===== config.mk =====
export PLATFORM = sky130hd
export DESIGN_NAME = integer_to_roman_encoder_flat
export DESIGN_NICKNAME = d
export VERILOG_FILES = /design/src/rtl/core/i2r_pkg.sv /design/src/rtl/core/i2r_in_if.sv /design/src/rtl/core/i2r_out_if.sv /design/src/rtl/core/integer_to_roman_encoder.sv /design/src/rtl/core/i2r_datapath.sv /design/src/rtl/core/i2r_ctrl.sv /design/src/flat_wrapper.sv
export SDC_FILE = /design/constraint.sdc
export NUM_CORES = 1
export LEC_CHECK = 0
export BUFFER_PORTS_ARGS = -buffer_cell sky130_fd_sc_hd__buf_2
export CORE_MARGIN = 10
export CORE_UTILIZATION = 35
export DETAILED_ROUTE_END_ITERATION = 7
export PLACE_DENSITY = 0.56
export SLEW_MARGIN = 25
export SYNTH_ARGS = -nofsm -noshare
export SYNTH_HDL_FRONTEND = slang
export SYNTH_SLANG_ARGS = --single-unit

===== constraint.sdc =====
create_clock -name clk -period 12.95 [get_ports clk]
set_clock_uncertainty 0.15 [all_clocks]
set_input_delay 2.59 -clock clk [delete_from_list [all_inputs] [get_ports clk]]
set_output_delay 2.59 -clock clk [all_outputs]
set_load 0.02 [all_outputs]

===== src/rtl/core/i2r_pkg.sv =====
// shared constants, tables and command/status types for the roman numeral encoder
`default_nettype none

package i2r_pkg;

    localparam int NUMBER_W = 12;
    localparam int LETTER_W = 7;
    localparam int DIGIT_W  = 4;
    localparam int POS_W    = 2;
    localparam int KIDX_W   = 2;
    localparam int LEN_W    = 3;
    localparam int STEP_W   = 14;

    localparam logic [NUMBER_W-1:0] MAX_VALID = 12'd3999;
    localparam logic [POS_W-1:0]    POS_TOP   = 2'd3;

    localparam logic [LETTER_W-1:0] LETTER_NONE = 7'h00;
    localparam logic [LETTER_W-1:0] LETTER_I    = 7'h49;
    localparam logic [LETTER_W-1:0] LETTER_V    = 7'h56;
    localparam logic [LETTER_W-1:0] LETTER_X    = 7'h58;
    localparam logic [LETTER_W-1:0] LETTER_L    = 7'h4C;
    localparam logic [LETTER_W-1:0] LETTER_C    = 7'h43;
    localparam logic [LETTER_W-1:0] LETTER_D    = 7'h44;
    localparam logic [LETTER_W-1:0] LETTER_M    = 7'h4D;

    // multiples of each decimal weight, ones up to thousands
    localparam logic [STEP_W-1:0] STEP_TABLE [4][10] = '{
        '{14'd0, 14'd1, 14'd2, 14'd3, 14'd4, 14'd5, 14'd6, 14'd7, 14'd8, 14'd9},
        '{14'd0, 14'd10, 14'd20, 14'd30, 14'd40, 14'd50, 14'd60, 14'd70, 14'd80,
          14'd90},
        '{14'd0, 14'd100, 14'd200, 14'd300, 14'd400, 14'd500, 14'd600, 14'd700,
          14'd800, 14'd900},
        '{14'd0, 14'd1000, 14'd2000, 14'd3000, 14'd4000, 14'd5000, 14'd6000,
          14'd7000, 14'd8000, 14'd9000}
    };

    typedef struct packed {
        logic load;
        logic digit;
        logic emit;
        logic emit_bad;
    } i2r_cmd_t;

    typedef struct packed {
        logic bad;
        logic digit_zero;
        logic group_done;
        logic final_group;
    } i2r_status_t;

    function automatic logic [LEN_W-1:0] digit_len(input logic [DIGIT_W-1:0] d);
        logic [LEN_W-1:0] len;
        case (d)
            4'd1, 4'd5:        len = 3'd1;
            4'd2, 4'd4, 4'd6:  len = 3'd2;
            4'd9:              len = 3'd2;
            4'd3, 4'd7:        len = 3'd3;
            4'd8:              len = 3'd4;
            default:           len = 3'd0;
        endcase
        return len;
    endfunction

    function automatic logic [LETTER_W-1:0] letter_of(
        input logic [POS_W-1:0]   pos,
        input logic [DIGIT_W-1:0] d,
        input logic [KIDX_W-1:0]  k
    );
        logic [LETTER_W-1:0] u;
        logic [LETTER_W-1:0] f;
        logic [LETTER_W-1:0] t;
        logic [LETTER_W-1:0] res;
        case (pos)
            2'd0:
            begin
                u = LETTER_I; f = LETTER_V; t = LETTER_X;
            end
            2'd1:
            begin
                u = LETTER_X; f = LETTER_L; t = LETTER_C;
            end
            2'd2:
            begin
                u = LETTER_C; f = LETTER_D; t = LETTER_M;
            end
            default:
            begin
                u = LETTER_M; f = LETTER_NONE; t = LETTER_NONE;
            end
        endcase
        if (d == 4'd9)
        begin
            res = (k == 2'd0) ? u : t;
        end
        else if (d == 4'd4)
        begin
            res = (k == 2'd0) ? u : f;
        end
        else if (d >= 4'd5)
        begin
            res = (k == 2'd0) ? f : u;
        end
        else
        begin
            res = u;
        end
        return res;
    endfunction

endpackage

`default_nettype wire


===== src/rtl/core/i2r_in_if.sv =====
// request channel: the number to convert
`default_nettype none

interface i2r_in_if;
    logic                               valid;
    logic                               ready;
    logic [i2r_pkg::NUMBER_W-1:0]       number;

    modport source (output valid, output number, input ready);
    modport sink   (input valid, input number, output ready);
endinterface

`default_nettype wire


===== src/rtl/core/i2r_out_if.sv =====
// result channel: one roman letter per transaction
`default_nettype none

interface i2r_out_if;
    logic                               valid;
    logic                               ready;
    logic [i2r_pkg::LETTER_W-1:0]       letter;
    logic                               last_letter;
    logic                               invalid;

    modport source (output valid, output letter, output last_letter, output invalid,
                    input ready);
    modport sink   (input valid, input letter, input last_letter, input invalid,
                    output ready);
endinterface

`default_nettype wire


===== src/rtl/core/integer_to_roman_encoder.sv =====
// Integer to Roman numeral encoder, top level.
//
// request carries a 12-bit unsigned number; result returns its Roman numeral
// as 7-bit ASCII letters, most significant first, one letter per transaction,
// with last_letter set on the final letter. A number of 0 or above 3999 gives
// a single transaction with invalid and last_letter set and letter 0.
//
// After a request transaction with a valid number the block walks the decimal
// positions, thousands first, finding one position's digit per cycle between letter
// groups, and writes each nonzero digit's letters into the output register, one
// letter per cycle while that register is free; the walk stops once the remainder
// is zero. The longest numeral, for 3888, has fifteen letters.
// request.ready is high only while no number is in progress; it returns the
// cycle after the last letter is written, even if that letter still waits.
// If the receiver holds result.ready low, the current letter stays put and
// conversion pauses until it is taken.
// Reset (rst_n, asynchronous, active low) empties the output register and
// returns the controller to idle; no result is pending afterwards.
`default_nettype none

module integer_to_roman_encoder (
    input  wire logic  clk,
    input  wire logic  rst_n,
    i2r_in_if.sink     request,
    i2r_out_if.source  result
);

    i2r_pkg::i2r_cmd_t    cmd;
    i2r_pkg::i2r_status_t status;

    i2r_ctrl u_ctrl (
        .clk       (clk),
        .rst_n     (rst_n),
        .in_valid  (request.valid),
        .in_ready  (request.ready),
        .out_ready (result.ready),
        .out_valid (result.valid),
        .cmd       (cmd),
        .status    (status)
    );

    i2r_datapath u_datapath (
        .clk         (clk),
        .number      (request.number),
        .cmd         (cmd),
        .status      (status),
        .letter      (result.letter),
        .last_letter (result.last_letter),
        .invalid     (result.invalid)
    );

    // an invalid number is always a single, empty transaction
    a_invalid_single: assert property (@(posedge clk) disable iff (!rst_n)
        result.valid && result.invalid
        |-> result.last_letter && (result.letter == i2r_pkg::LETTER_NONE))
        else $error("invalid result not flagged last or carries a letter");

    // no new number while one is in progress
    a_busy_after_accept: assert property (@(posedge clk) disable iff (!rst_n)
        request.valid && request.ready |=> !request.ready)
        else $error("request accepted twice back to back");

    // a letter that is not the last means the numeral is still being produced
    a_busy_mid_numeral: assert property (@(posedge clk) disable iff (!rst_n)
        result.valid && !result.last_letter |-> !request.ready)
        else $error("ready for a new number before the numeral finished");

endmodule

`default_nettype wire


===== src/rtl/core/i2r_datapath.sv =====
// datapath: digit extraction one decimal position a cycle while cmd.digit is set, letter lookup, output payload
`default_nettype none

module i2r_datapath (
    input  wire logic                          clk,
    input  wire logic [i2r_pkg::NUMBER_W-1:0]  number,
    input  wire i2r_pkg::i2r_cmd_t             cmd,
    output i2r_pkg::i2r_status_t               status,
    output logic [i2r_pkg::LETTER_W-1:0]       letter,
    output logic                               last_letter,
    output logic                               invalid
);

    logic [i2r_pkg::NUMBER_W-1:0] rem_reg;
    logic [i2r_pkg::NUMBER_W-1:0] rem_next;
    logic [i2r_pkg::POS_W-1:0]    pos_reg;
    logic [i2r_pkg::POS_W-1:0]    pos_next;
    logic [i2r_pkg::DIGIT_W-1:0]  digit_reg;
    logic [i2r_pkg::DIGIT_W-1:0]  digit_next;
    logic [i2r_pkg::KIDX_W-1:0]   k_reg;
    logic [i2r_pkg::KIDX_W-1:0]   k_next;
    logic                         bad_reg;
    logic                         bad_next;
    logic [i2r_pkg::LETTER_W-1:0] letter_reg;
    logic [i2r_pkg::LETTER_W-1:0] letter_next;
    logic                         last_reg;
    logic                         last_next;
    logic                         invalid_reg;
    logic                         invalid_next;

    logic [i2r_pkg::DIGIT_W-1:0]  digit_calc;
    logic [i2r_pkg::NUMBER_W-1:0] rem_sub;
    logic                         group_done;
    logic                         final_group;

    // digit of the current position: count of multiples that fit, all compares in parallel
    always_comb
    begin
        digit_calc = '0;
        for (int j = 1; j < 10; j++)
        begin
            if ({2'b00, rem_reg} >= i2r_pkg::STEP_TABLE[pos_reg][j])
            begin
                digit_calc = digit_calc + 4'd1;
            end
        end
        rem_sub = rem_reg - i2r_pkg::STEP_TABLE[pos_reg][digit_calc][i2r_pkg::NUMBER_W-1:0];
    end

    assign group_done  = ((3'(k_reg) + 3'd1) == i2r_pkg::digit_len(digit_reg));
    // lower positions are all zero once the remainder is gone
    assign final_group = (rem_reg == '0);

    always_comb
    begin
        rem_next     = rem_reg;
        pos_next     = pos_reg;
        digit_next   = digit_reg;
        k_next       = k_reg;
        bad_next     = bad_reg;
        letter_next  = letter_reg;
        last_next    = last_reg;
        invalid_next = invalid_reg;
        if (cmd.load)
        begin
            rem_next = number;
            pos_next = i2r_pkg::POS_TOP;
            bad_next = (number == '0) || (number > i2r_pkg::MAX_VALID);
        end
        if (cmd.digit)
        begin
            digit_next = digit_calc;
            rem_next   = rem_sub;
            k_next     = '0;
            if (digit_calc == '0)
            begin
                pos_next = pos_reg - 2'd1;
            end
        end
        if (cmd.emit)
        begin
            letter_next  = i2r_pkg::letter_of(pos_reg, digit_reg, k_reg);
            last_next    = group_done && final_group;
            invalid_next = 1'b0;
            k_next       = k_reg + 2'd1;
            if (group_done)
            begin
                pos_next = pos_reg - 2'd1;
            end
        end
        if (cmd.emit_bad)
        begin
            letter_next  = i2r_pkg::LETTER_NONE;
            last_next    = 1'b1;
            invalid_next = 1'b1;
        end
    end

    always_ff @(posedge clk)
    begin
        rem_reg     <= rem_next;
        pos_reg     <= pos_next;
        digit_reg   <= digit_next;
        k_reg       <= k_next;
        bad_reg     <= bad_next;
        letter_reg  <= letter_next;
        last_reg    <= last_next;
        invalid_reg <= invalid_next;
    end

    assign status.bad         = bad_reg;
    assign status.digit_zero  = (digit_calc == '0);
    assign status.group_done  = group_done;
    assign status.final_group = final_group;

    assign letter      = letter_reg;
    assign last_letter = last_reg;
    assign invalid     = invalid_reg;

endmodule

`default_nettype wire


===== src/rtl/core/i2r_ctrl.sv =====
// controller: sequences load, digit and letter steps and owns the output valid flag
`default_nettype none

module i2r_ctrl (
    input  wire logic              clk,
    input  wire logic              rst_n,
    input  wire logic              in_valid,
    output logic                   in_ready,
    input  wire logic              out_ready,
    output logic                   out_valid,
    output i2r_pkg::i2r_cmd_t      cmd,
    input  wire i2r_pkg::i2r_status_t status
);

    localparam logic [1:0] ST_IDLE  = 2'd0;
    localparam logic [1:0] ST_DIGIT = 2'd1;
    localparam logic [1:0] ST_EMIT  = 2'd2;

    logic [1:0] state_reg;
    logic [1:0] state_next;
    logic       out_valid_reg;
    logic       out_valid_next;
    logic       slot_free;

    // output register is free when empty or being taken this cycle
    assign slot_free = !out_valid_reg || out_ready;
    assign in_ready  = (state_reg == ST_IDLE);

    always_comb
    begin
        state_next     = state_reg;
        cmd            = '0;
        out_valid_next = out_valid_reg && !out_ready;
        case (state_reg)
            ST_IDLE:
            begin
                if (in_valid)
                begin
                    cmd.load   = 1'b1;
                    state_next = ST_DIGIT;
                end
            end
            ST_DIGIT:
            begin
                if (status.bad)
                begin
                    if (slot_free)
                    begin
                        cmd.emit_bad   = 1'b1;
                        out_valid_next = 1'b1;
                        state_next     = ST_IDLE;
                    end
                end
                else
                begin
                    cmd.digit = 1'b1;
                    if (!status.digit_zero)
                    begin
                        state_next = ST_EMIT;
                    end
                end
            end
            ST_EMIT:
            begin
                if (slot_free)
                begin
                    cmd.emit       = 1'b1;
                    out_valid_next = 1'b1;
                    if (status.group_done)
                    begin
                        state_next = status.final_group ? ST_IDLE : ST_DIGIT;
                    end
                end
            end
            default:
            begin
                state_next = ST_IDLE;
            end
        endcase
    end

    always_ff @(posedge clk or negedge rst_n)
    begin
        if (!rst_n)
        begin
            state_reg     <= ST_IDLE;
            out_valid_reg <= 1'b0;
        end
        else
        begin
            state_reg     <= state_next;
            out_valid_reg <= out_valid_next;
        end
    end

    assign out_valid = out_valid_reg;

endmodule

`default_nettype wire


===== src/flat_wrapper.sv =====
// flat-port wrapper written by rule: the top's interface ports become plain ports
module integer_to_roman_encoder_flat 
  (clk, rst_n, request_valid, request_number, request_ready, result_valid, result_letter, result_last_letter, result_invalid, result_ready);
  i2r_in_if request_i ();
  i2r_out_if result_i ();
  input  wire logic clk;
  input  wire logic rst_n;
  input wire logic [$bits(request_i.valid)-1:0] request_valid;
  input wire logic [$bits(request_i.number)-1:0] request_number;
  output wire logic [$bits(request_i.ready)-1:0] request_ready;
  output wire logic [$bits(result_i.valid)-1:0] result_valid;
  output wire logic [$bits(result_i.letter)-1:0] result_letter;
  output wire logic [$bits(result_i.last_letter)-1:0] result_last_letter;
  output wire logic [$bits(result_i.invalid)-1:0] result_invalid;
  input wire logic [$bits(result_i.ready)-1:0] result_ready;
  assign request_i.valid = request_valid;
  assign request_i.number = request_number;
  assign request_ready = request_i.ready;
  assign result_valid = result_i.valid;
  assign result_letter = result_i.letter;
  assign result_last_letter = result_i.last_letter;
  assign result_invalid = result_i.invalid;
  assign result_i.ready = result_ready;
  integer_to_roman_encoder u_core (.clk(clk), .rst_n(rst_n), .request(request_i), .result(result_i));
endmodule

Word-level counts from Yosys, hierarchy flattened
Memories as Yosys holds them, arrays and structs flattened. A register that Yosys moved wholly into a read port is not among the register bits.
Index checks and enable logic that the tools add are counted.
{"block": "word_totals", "reg_bits": 33, "latchBits": 0, "mem_bits_rw": 0, "romBits": 48, "wordCells": 118, "n_memories": 1}
{"memory": "(name not given)", "depth": 16, "word_bits": 3, "read_ports": 1, "rd_ports_with_merged_regs": 1, "wr": 0, "line": "i2r_pkg.sv:53", "source": "case (d)"}
{"block": "classes", "addsub": 12, "mul": 0, "div": 0, "magnitude_cmp": 13, "n_eq_ne": 12, "shift": 0, "n_mux": 53, "n_bitwise": 2, "reduce_logical": 15}
{"cell": "140-bit binary-select mux with 2-bit select", "count": 1}
{"cell": "140-bit two-way mux", "count": 2}
{"cell": "12-bit by 14-bit greater-or-equal comparator with 1-bit output", "count": 9}
{"cell": "14-bit binary-select mux with 4-bit select", "count": 1}
{"cell": "12-bit two-way mux", "count": 4}
{"cell": "7-bit two-way mux", "count": 6}
{"cell": "7-bit case mux with 3 select lines", "count": 2}
{"cell": "4-bit two-way mux", "count": 9}
{"cell": "4-bit by 1-bit adder with 4-bit output, second input constant", "count": 8}
{"cell": "2-bit two-way mux", "count": 13}
{"cell": "12-bit logical NOT", "count": 2}
{"cell": "5-bit case mux with 3 select lines", "count": 1}
{"cell": "12-bit > comparator, second input constant", "count": 1}
{"cell": "1-bit two-way mux", "count": 12}
{"cell": "12-bit subtractor", "count": 1}
{"cell": "2-bit logical NOT", "count": 3}
{"cell": "2-bit != test, second input constant", "count": 3}
{"cell": "3-bit != test, second input constant", "count": 2}
{"cell": "2-bit case mux with 3 select lines", "count": 1}
{"cell": "5-bit greater-or-equal comparator, second input constant", "count": 1}
{"cell": "4-bit inverter with 5-bit output", "count": 1}
{"cell": "5-bit AND reduction", "count": 1}
{"cell": "2-bit by 1-bit equality test with 1-bit output, second input constant", "count": 2}
{"cell": "2-bit equality test, second input constant", "count": 2}
{"cell": "15 further kinds", "count": 19}

Depth between registers and ports, before layout
{"block": "depth", "depth_word": 28, "depth_mapped": 47, "depth_no_buf": 46}

Cells and area by module
Synthesis repeated with hierarchy kept, for this count alone.
{"block": "hier_totals", "cells_unflattened": 621, "hier_area_um2": 5177.5}
{"module": "i2r_datapath", "n_inst": 1, "cells_each": 591, "area_each_um2": 4898.4, "seq_area_each_um2": 830.8}
{"module": "i2r_ctrl", "n_inst": 1, "cells_each": 30, "area_each_um2": 279.0, "seq_area_each_um2": 75.1}

Least setup slack after synthesis
Ideal clock, no wire load.
{"block": "synth_path", "kind": "register to register", "start": "register u_core.u_datapath.pos_reg[1] (netlist bit)", "end": "register u_core.u_datapath.rem_reg[11] (netlist bit) (data pin)", "setup_ns": 0.260, "arrival_time_ns": 8.968, "setup_slack_ns": 3.572, "stages_incl_launch_ff": 47, "path_buffers": 2, "synth_period_minus_slack_ns": 9.378, "cell_sequence": "dfxtp_1 ha_1 clkbuf_1 inv_1 ha_1 a21oi_1 o21ai_0 a211o_1 nor2_1 ha_1 a21o_1 a21oi_1 nor2_1 ha_1 mux2_2 ha_1 xnor2_1 mux2_2 (+11 left out) inv_1 clkbuf_1 nor2_1 o211ai_1 mux2_2 ha_1 inv_1 a21oi_1 o21ai_0 a21oi_1 o21ai_0 a21oi_1 o21ai_0 a21oi_1 xnor2_1 and3_1 a221oi_1 nand2_1"}
{"block": "synth_between", "elab_chain_len": 28, "word_cells_on_any_way": 36, "classes_between": "add/sub: 9; order compare: 9; mux: 16; bitwise: 2"}
{"item": "start: declaration", "line": "i2r_datapath.sv:16", "source": "logic [i2r_pkg::POS_W-1:0] pos_reg;"}
{"item": "start signal: assignment", "line": "i2r_datapath.sv:102", "source": "pos_reg <= pos_next;"}
{"item": "2-bit inverter with 3-bit output (not written as such) *", "line": "i2r_datapath.sv:42", "source": "if ({2'b00, rem_reg} >= i2r_pkg::STEP_TABLE[pos_reg][j])"}
{"item": "140-bit binary-select mux with 2-bit select *", "line": "i2r_datapath.sv:42"}
{"item": "140-bit two-way mux (not written as such) * (2 in a row)", "line": "i2r_datapath.sv:47", "source": "rem_sub = rem_reg - i2r_pkg::STEP_TABLE[pos_reg][digit_calc][i2r_pkg::NUMBER_W-1:0];"}
{"item": "12-bit by 14-bit greater-or-equal comparator with 1-bit output", "line": "i2r_datapath.sv:42"}
{"item": "1-bit two-way mux", "line": "i2r_datapath.sv:42"}
{"item": "4-bit by 1-bit adder with 4-bit output", "line": "i2r_datapath.sv:44", "source": "digit_calc = digit_calc + 4'd1;"}
{"item": "4-bit two-way mux", "line": "i2r_datapath.sv:42"}
{"item": "4-bit by 1-bit adder with 4-bit output", "line": "i2r_datapath.sv:44"}
{"item": "(+12 left out)"}
{"item": "4-bit two-way mux *", "line": "i2r_datapath.sv:42"}
{"item": "named net u_core.u_datapath.digit_calc (one bit)", "line": "i2r_datapath.sv:31", "source": "logic [i2r_pkg::DIGIT_W-1:0] digit_calc;"}
{"item": "4-bit inverter with 5-bit output (not written as such) *", "line": "i2r_datapath.sv:47"}
{"item": "14-bit binary-select mux with 4-bit select *", "line": "i2r_datapath.sv:47"}
{"item": "12-bit two-way mux (not written as such) * (2 in a row)", "line": "i2r_datapath.sv:47"}
{"item": "12-bit subtractor *", "line": "i2r_datapath.sv:47"}
{"item": "12-bit two-way mux *", "line": "i2r_datapath.sv:70", "source": "if (cmd.digit)"}
{"item": "named net u_core.u_datapath.rem_next (one bit)", "line": "i2r_datapath.sv:15", "source": "logic [i2r_pkg::NUMBER_W-1:0] rem_next;"}
{"item": "end signal: assignment", "line": "i2r_datapath.sv:101", "source": "rem_reg <= rem_next;"}
{"item": "end: declaration", "line": "i2r_datapath.sv:14", "source": "logic [i2r_pkg::NUMBER_W-1:0] rem_reg;"}
The timed path passes the listed nets; every way through them passes the cells marked *. The select of a mux whose other input is x is not followed.
A chain may end at the register's enable or synchronous reset.

Final worst setup path
{"block": "layout_path", "start": "register u_core.u_datapath.pos_reg[1] (netlist bit)", "end": "register u_core.u_datapath.rem_reg[11] (netlist bit) (data pin)"}
{"block": "layout_between", "elab_chain_len": 28, "word_cells_on_any_way": 36, "classes_between": "add/sub: 9; order compare: 9; mux: 16; bitwise: 2"}
{"item": "2-bit inverter with 3-bit output (not written as such) *", "line": "i2r_datapath.sv:42, i2r_datapath.sv:47"}
{"item": "140-bit binary-select mux with 2-bit select *", "line": "i2r_datapath.sv:42, i2r_datapath.sv:47"}
{"item": "140-bit two-way mux (not written as such) * (2 in a row)", "line": "i2r_datapath.sv:47"}
{"item": "12-bit by 14-bit greater-or-equal comparator with 1-bit output", "line": "i2r_datapath.sv:42"}
{"item": "1-bit two-way mux", "line": "i2r_datapath.sv:42"}
{"item": "4-bit by 1-bit adder with 4-bit output", "line": "i2r_datapath.sv:44"}
{"item": "4-bit two-way mux", "line": "i2r_datapath.sv:42"}
{"item": "4-bit by 1-bit adder with 4-bit output", "line": "i2r_datapath.sv:44"}
{"item": "(+11 left out)"}
{"item": "4-bit by 1-bit adder with 4-bit output", "line": "i2r_datapath.sv:44"}
{"item": "4-bit two-way mux", "line": "i2r_datapath.sv:42"}
{"item": "4-bit inverter with 5-bit output (not written as such)", "line": "i2r_datapath.sv:47"}
{"item": "14-bit binary-select mux with 4-bit select *", "line": "i2r_datapath.sv:47"}
{"item": "12-bit two-way mux (not written as such) * (2 in a row)", "line": "i2r_datapath.sv:47"}
{"item": "12-bit subtractor *", "line": "i2r_datapath.sv:47"}
{"item": "12-bit two-way mux *", "line": "i2r_datapath.sv:70"}
{"item": "named net u_core.u_datapath.rem_next (one bit)", "line": "i2r_datapath.sv:15"}
Marks and branches as above.

==> results.py <==
metrics = {
    "worst_setup_path": {
        "startpoint": "u_core.u_datapath.pos_reg[1]",
        "reg2reg_depth": 45,
        "startpoint_type": "flip-flop",
        "path_depth": 45,
        "endpoint_kind": "flip-flop",
        "slowest_stage": "xor2_1",
        "cp.arrival_ps": 11620,
        "cp_slowest_stage_delay_ps": 810,
        "regToRegStartpoint": "u_core.u_datapath.pos_reg[1]",
        "worstSetupPathType": "flip-flop to flip-flop",
        "cp_max_fo": 15,
        "path_common_cell": "ha_1",
        "cp.required_ps": 12840,
        "path_buf_inv": 3,
        "crit_family": "compound AO/OA/AOI/OAI gates",
    },
    "floorplan": {
        "die_x_um": 141,
        "rows": 44,
        "pin_count": 27,
        "die-area_mm2": 0.0199,
        "start_util_pct": 35.5,
        "dieHeight_um": 141,
        "core-area_mm2": 0.0144,
    },
    "logic_synthesis": {
        "synth_edf_count": 19,
        "yosysWarnings": 0,
        "syn-instance-count": 647,
        "synthesis.nets": 742,
        "ys_dominant_reg_cell": "edfxtp_1",
        "ys_seq_area_share_pct": 17.7,
        "synth.top_cell.area_share_pct": 19.1,
        "synth_area_leader_cell": "ha_1",
        "synth_cell_types": 79,
        "ys_seq_elements": 35,
        "avgSynthCellArea_um2": 7.91,
        "synth_area_leaders": "ha_1, edfxtp_1, a21oi_1, dfxtp_1, o21ai_0",
        "ys_async_sr_fraction_pct": 8.57,
        "syn_area_mm2": 0.00512,
    },
    "cts": {
        "root_buffer": "clkbuf_16",
        "clockBufferDepth": 2,
        "cts_sinks": 35,
        "hold_buffers": 0,
        "cts.htree.levels": 2,
        "cts_buffers": 5,
        "cts_tree": "yes",
        "postCtsSetupBuffers": 0,
        "clock_latency_ps": 290,
        "path_clk_slew_ps": 70,
    },
    "detailed_routing": {
        "wl_per_cell_um": 17.4,
        "drt_iter0_drc": 657,
        "via_count": 4958,
        "routed_wl_um": 14700,
        "drc_errors": 0,
        "drt-pass1-iter-count": 6,
        "drtAntennaViolNets": 0,
        "via_per_inst": 5.85,
    },
    "timing": {
        "setup_tns_ps": 0,
        "fin_crit_sh_pct": 90.6,
        "slew_headroom_pct": 31.4,
        "max_freq_ghz": 0.0853,
        "rsz0062_at_grt": "no",
        "post-route-min-period_ps": 11730,
        "tightest_slew_ps": 1030,
        "hold_viol": 0,
        "holdWs_ps": 302,
        "setup_viol": 0,
        "slew_viol_final": 0,
    },
    "worst_hold_path": {
        "min-delay-start": "u_core.u_datapath.invalid",
        "hold_depth": 1,
        "hp-class": "flip-flop to flip-flop",
    },
    "final_layout": {
        "area_growth_pct": 9.24,
        "largest_reg_flops": 12,
        "layout-drive-gt1-share_pct": 10.3,
        "final_nets": 757,
        "n_fill_cell": 1467,
        "diodes": 0,
    },
    "global_routing": {
        "antenna_found_initial": 0,
        "grt_max_degree": 31,
        "grt_pass1_wl_um": 23700,
        "grt_overflow": 0,
        "grt_pass1_vias": 4735,
        "track_usage_pct": 14.1,
    },
    "status": {
        "outcome": "complete, no violations",
    },
    "placed_design": {
        "dpl.hpwl_um": 11400,
        "gp_congestion": 0.888,
        "portBuffers": 25,
    },
    "flow_run": {
        "cap_violations": 0,
    },
}
## stage by stage
step                std cells  area (µm²)  setup WS (ps)  util [%]
floorplan                 647        5120           3570         -
global placement          839        5420           1590      37.6
detailed placement        839        5420           1150      37.6
CTS                       847        5590           1110      38.7
global route              847        5590            233      38.8
finish                    847        5590           1220      38.8
## routing by layer
| metal | GRT usage, % | up-vias | routed length, µm |
|---|---|---|---|
| met4 | 4.40 | 0 | 324 |
| met2 | 22.0 | 151 | 6560 |
| met1 | 19.5 | 2340 | 7100 |
| met5 | 0 | - | 0 |
| met3 | 1.78 | 24 | 718 |
| li1 | - | 2443 | - |
## repair_timing
item,CTS,global route
hold endpoints to repair,0,0
resized for setup,0,1
endpoints found under the setup margin,0,1
## layout by cell type (no fill, tap or decap), types with 6 or more instances in the layout
cell | synthesis | routed
a21o_1 | 10 | 10
a21oi_1 | 58 | 57
a221oi_1 | 6 | 6
a31oi_1 | 7 | 7
and3_1 | 12 | 12
buf_2 | 0 | 25
clkbuf_16 | 0 | 6
dfxtp_1 | 13 | 13
edfxtp_1 | 19 | 19
ha_1 | 78 | 77
inv_1 | 46 | 46
mux2_2 | 8 | 8
mux2i_1 | 8 | 8
nand2_1 | 60 | 60
nand2b_1 | 11 | 11
nand3_1 | 14 | 14
nor2_1 | 50 | 50
nor3_1 | 15 | 15
nor4_1 | 8 | 8
o211ai_1 | 13 | 13
o21ai_0 | 47 | 47
o21bai_1 | 6 | 6
or2_2 | 6 | 6
xnor2_1 | 15 | 15
xor2_1 | 12 | 12
## path summary, 6_finish.rpt
path	to	slack, ps
hold / removal	u_core.u_datapath.invalid	300
hold reg to reg	u_core.u_datapath.invalid	300
min in group asynchronous	u_core.u_ctrl.out_valid	1940
setup / recovery	u_core.u_datapath.rem_reg[11]	1220
max in group asynchronous	u_core.u_ctrl.state_reg[0]	10610
setup reg to reg	u_core.u_datapath.rem_reg[11]	1220
## synthesized netlist by cell type (all sizes together) (7+ instances only)
library cell and number:
a21o 10, a21oi 59, a31oi 7, and3 13, clkbuf 20, dfxtp 13
edfxtp 19, ha 78, inv 46, mux2 10, mux2i 8, nand2 60
nand2b 11, nand3 14, nor2 50, nor3 15, nor4 8, o211ai 13
o21ai 47, xnor2 17, xor2 13
## kinds of logic (layout without fill, tap and decap cells)
| group | count (synthesis) | after routing | share of synthesized area (%) |
|---|---|---|---|
| AOI/OAI and AO/OA | 209 | 209 | 26.9 |
| xor gates and xnor gates | 33 | 33 | 7.14 |
| adders and majority gates | 79 | 79 | 19.5 |
| buffers and inverters | 68 | 84 | 5.06 |
| DFF | 35 | 35 | 17.7 |
| muxes | 18 | 18 | 3.91 |
| other | 1 | 1 | 0.0732 |
| and+or+nand+nor | 204 | 204 | 19.8 |
## layout make-up
cell class                 instances  area, µm²  area share [%]
timing repair buffer              29        155            2.77
clock buffer                       6        150            2.68
clock inverter                     2       13.8           0.246
sequential                        35        906            16.2
inverter                          47        176            3.15
tap                              184        230            4.12
multi-input combinational        544       3960            70.8
## worst register-to-register path, delay by kind of cell (launching register included)
kind                       cells  cell delay (ps)
AOI/OAI and AO/OA             18             3710
muxes                          4              870
adders and majority gates      8             2670
buffers and inverters          3              950
xor gates and xnor gates       5             1500
and+or+nand+nor                7             1010
DFF                            1              630
Power is not shown: default switching activity piles up to over one toggle a cycle in this logic, so the estimate is an artifact.
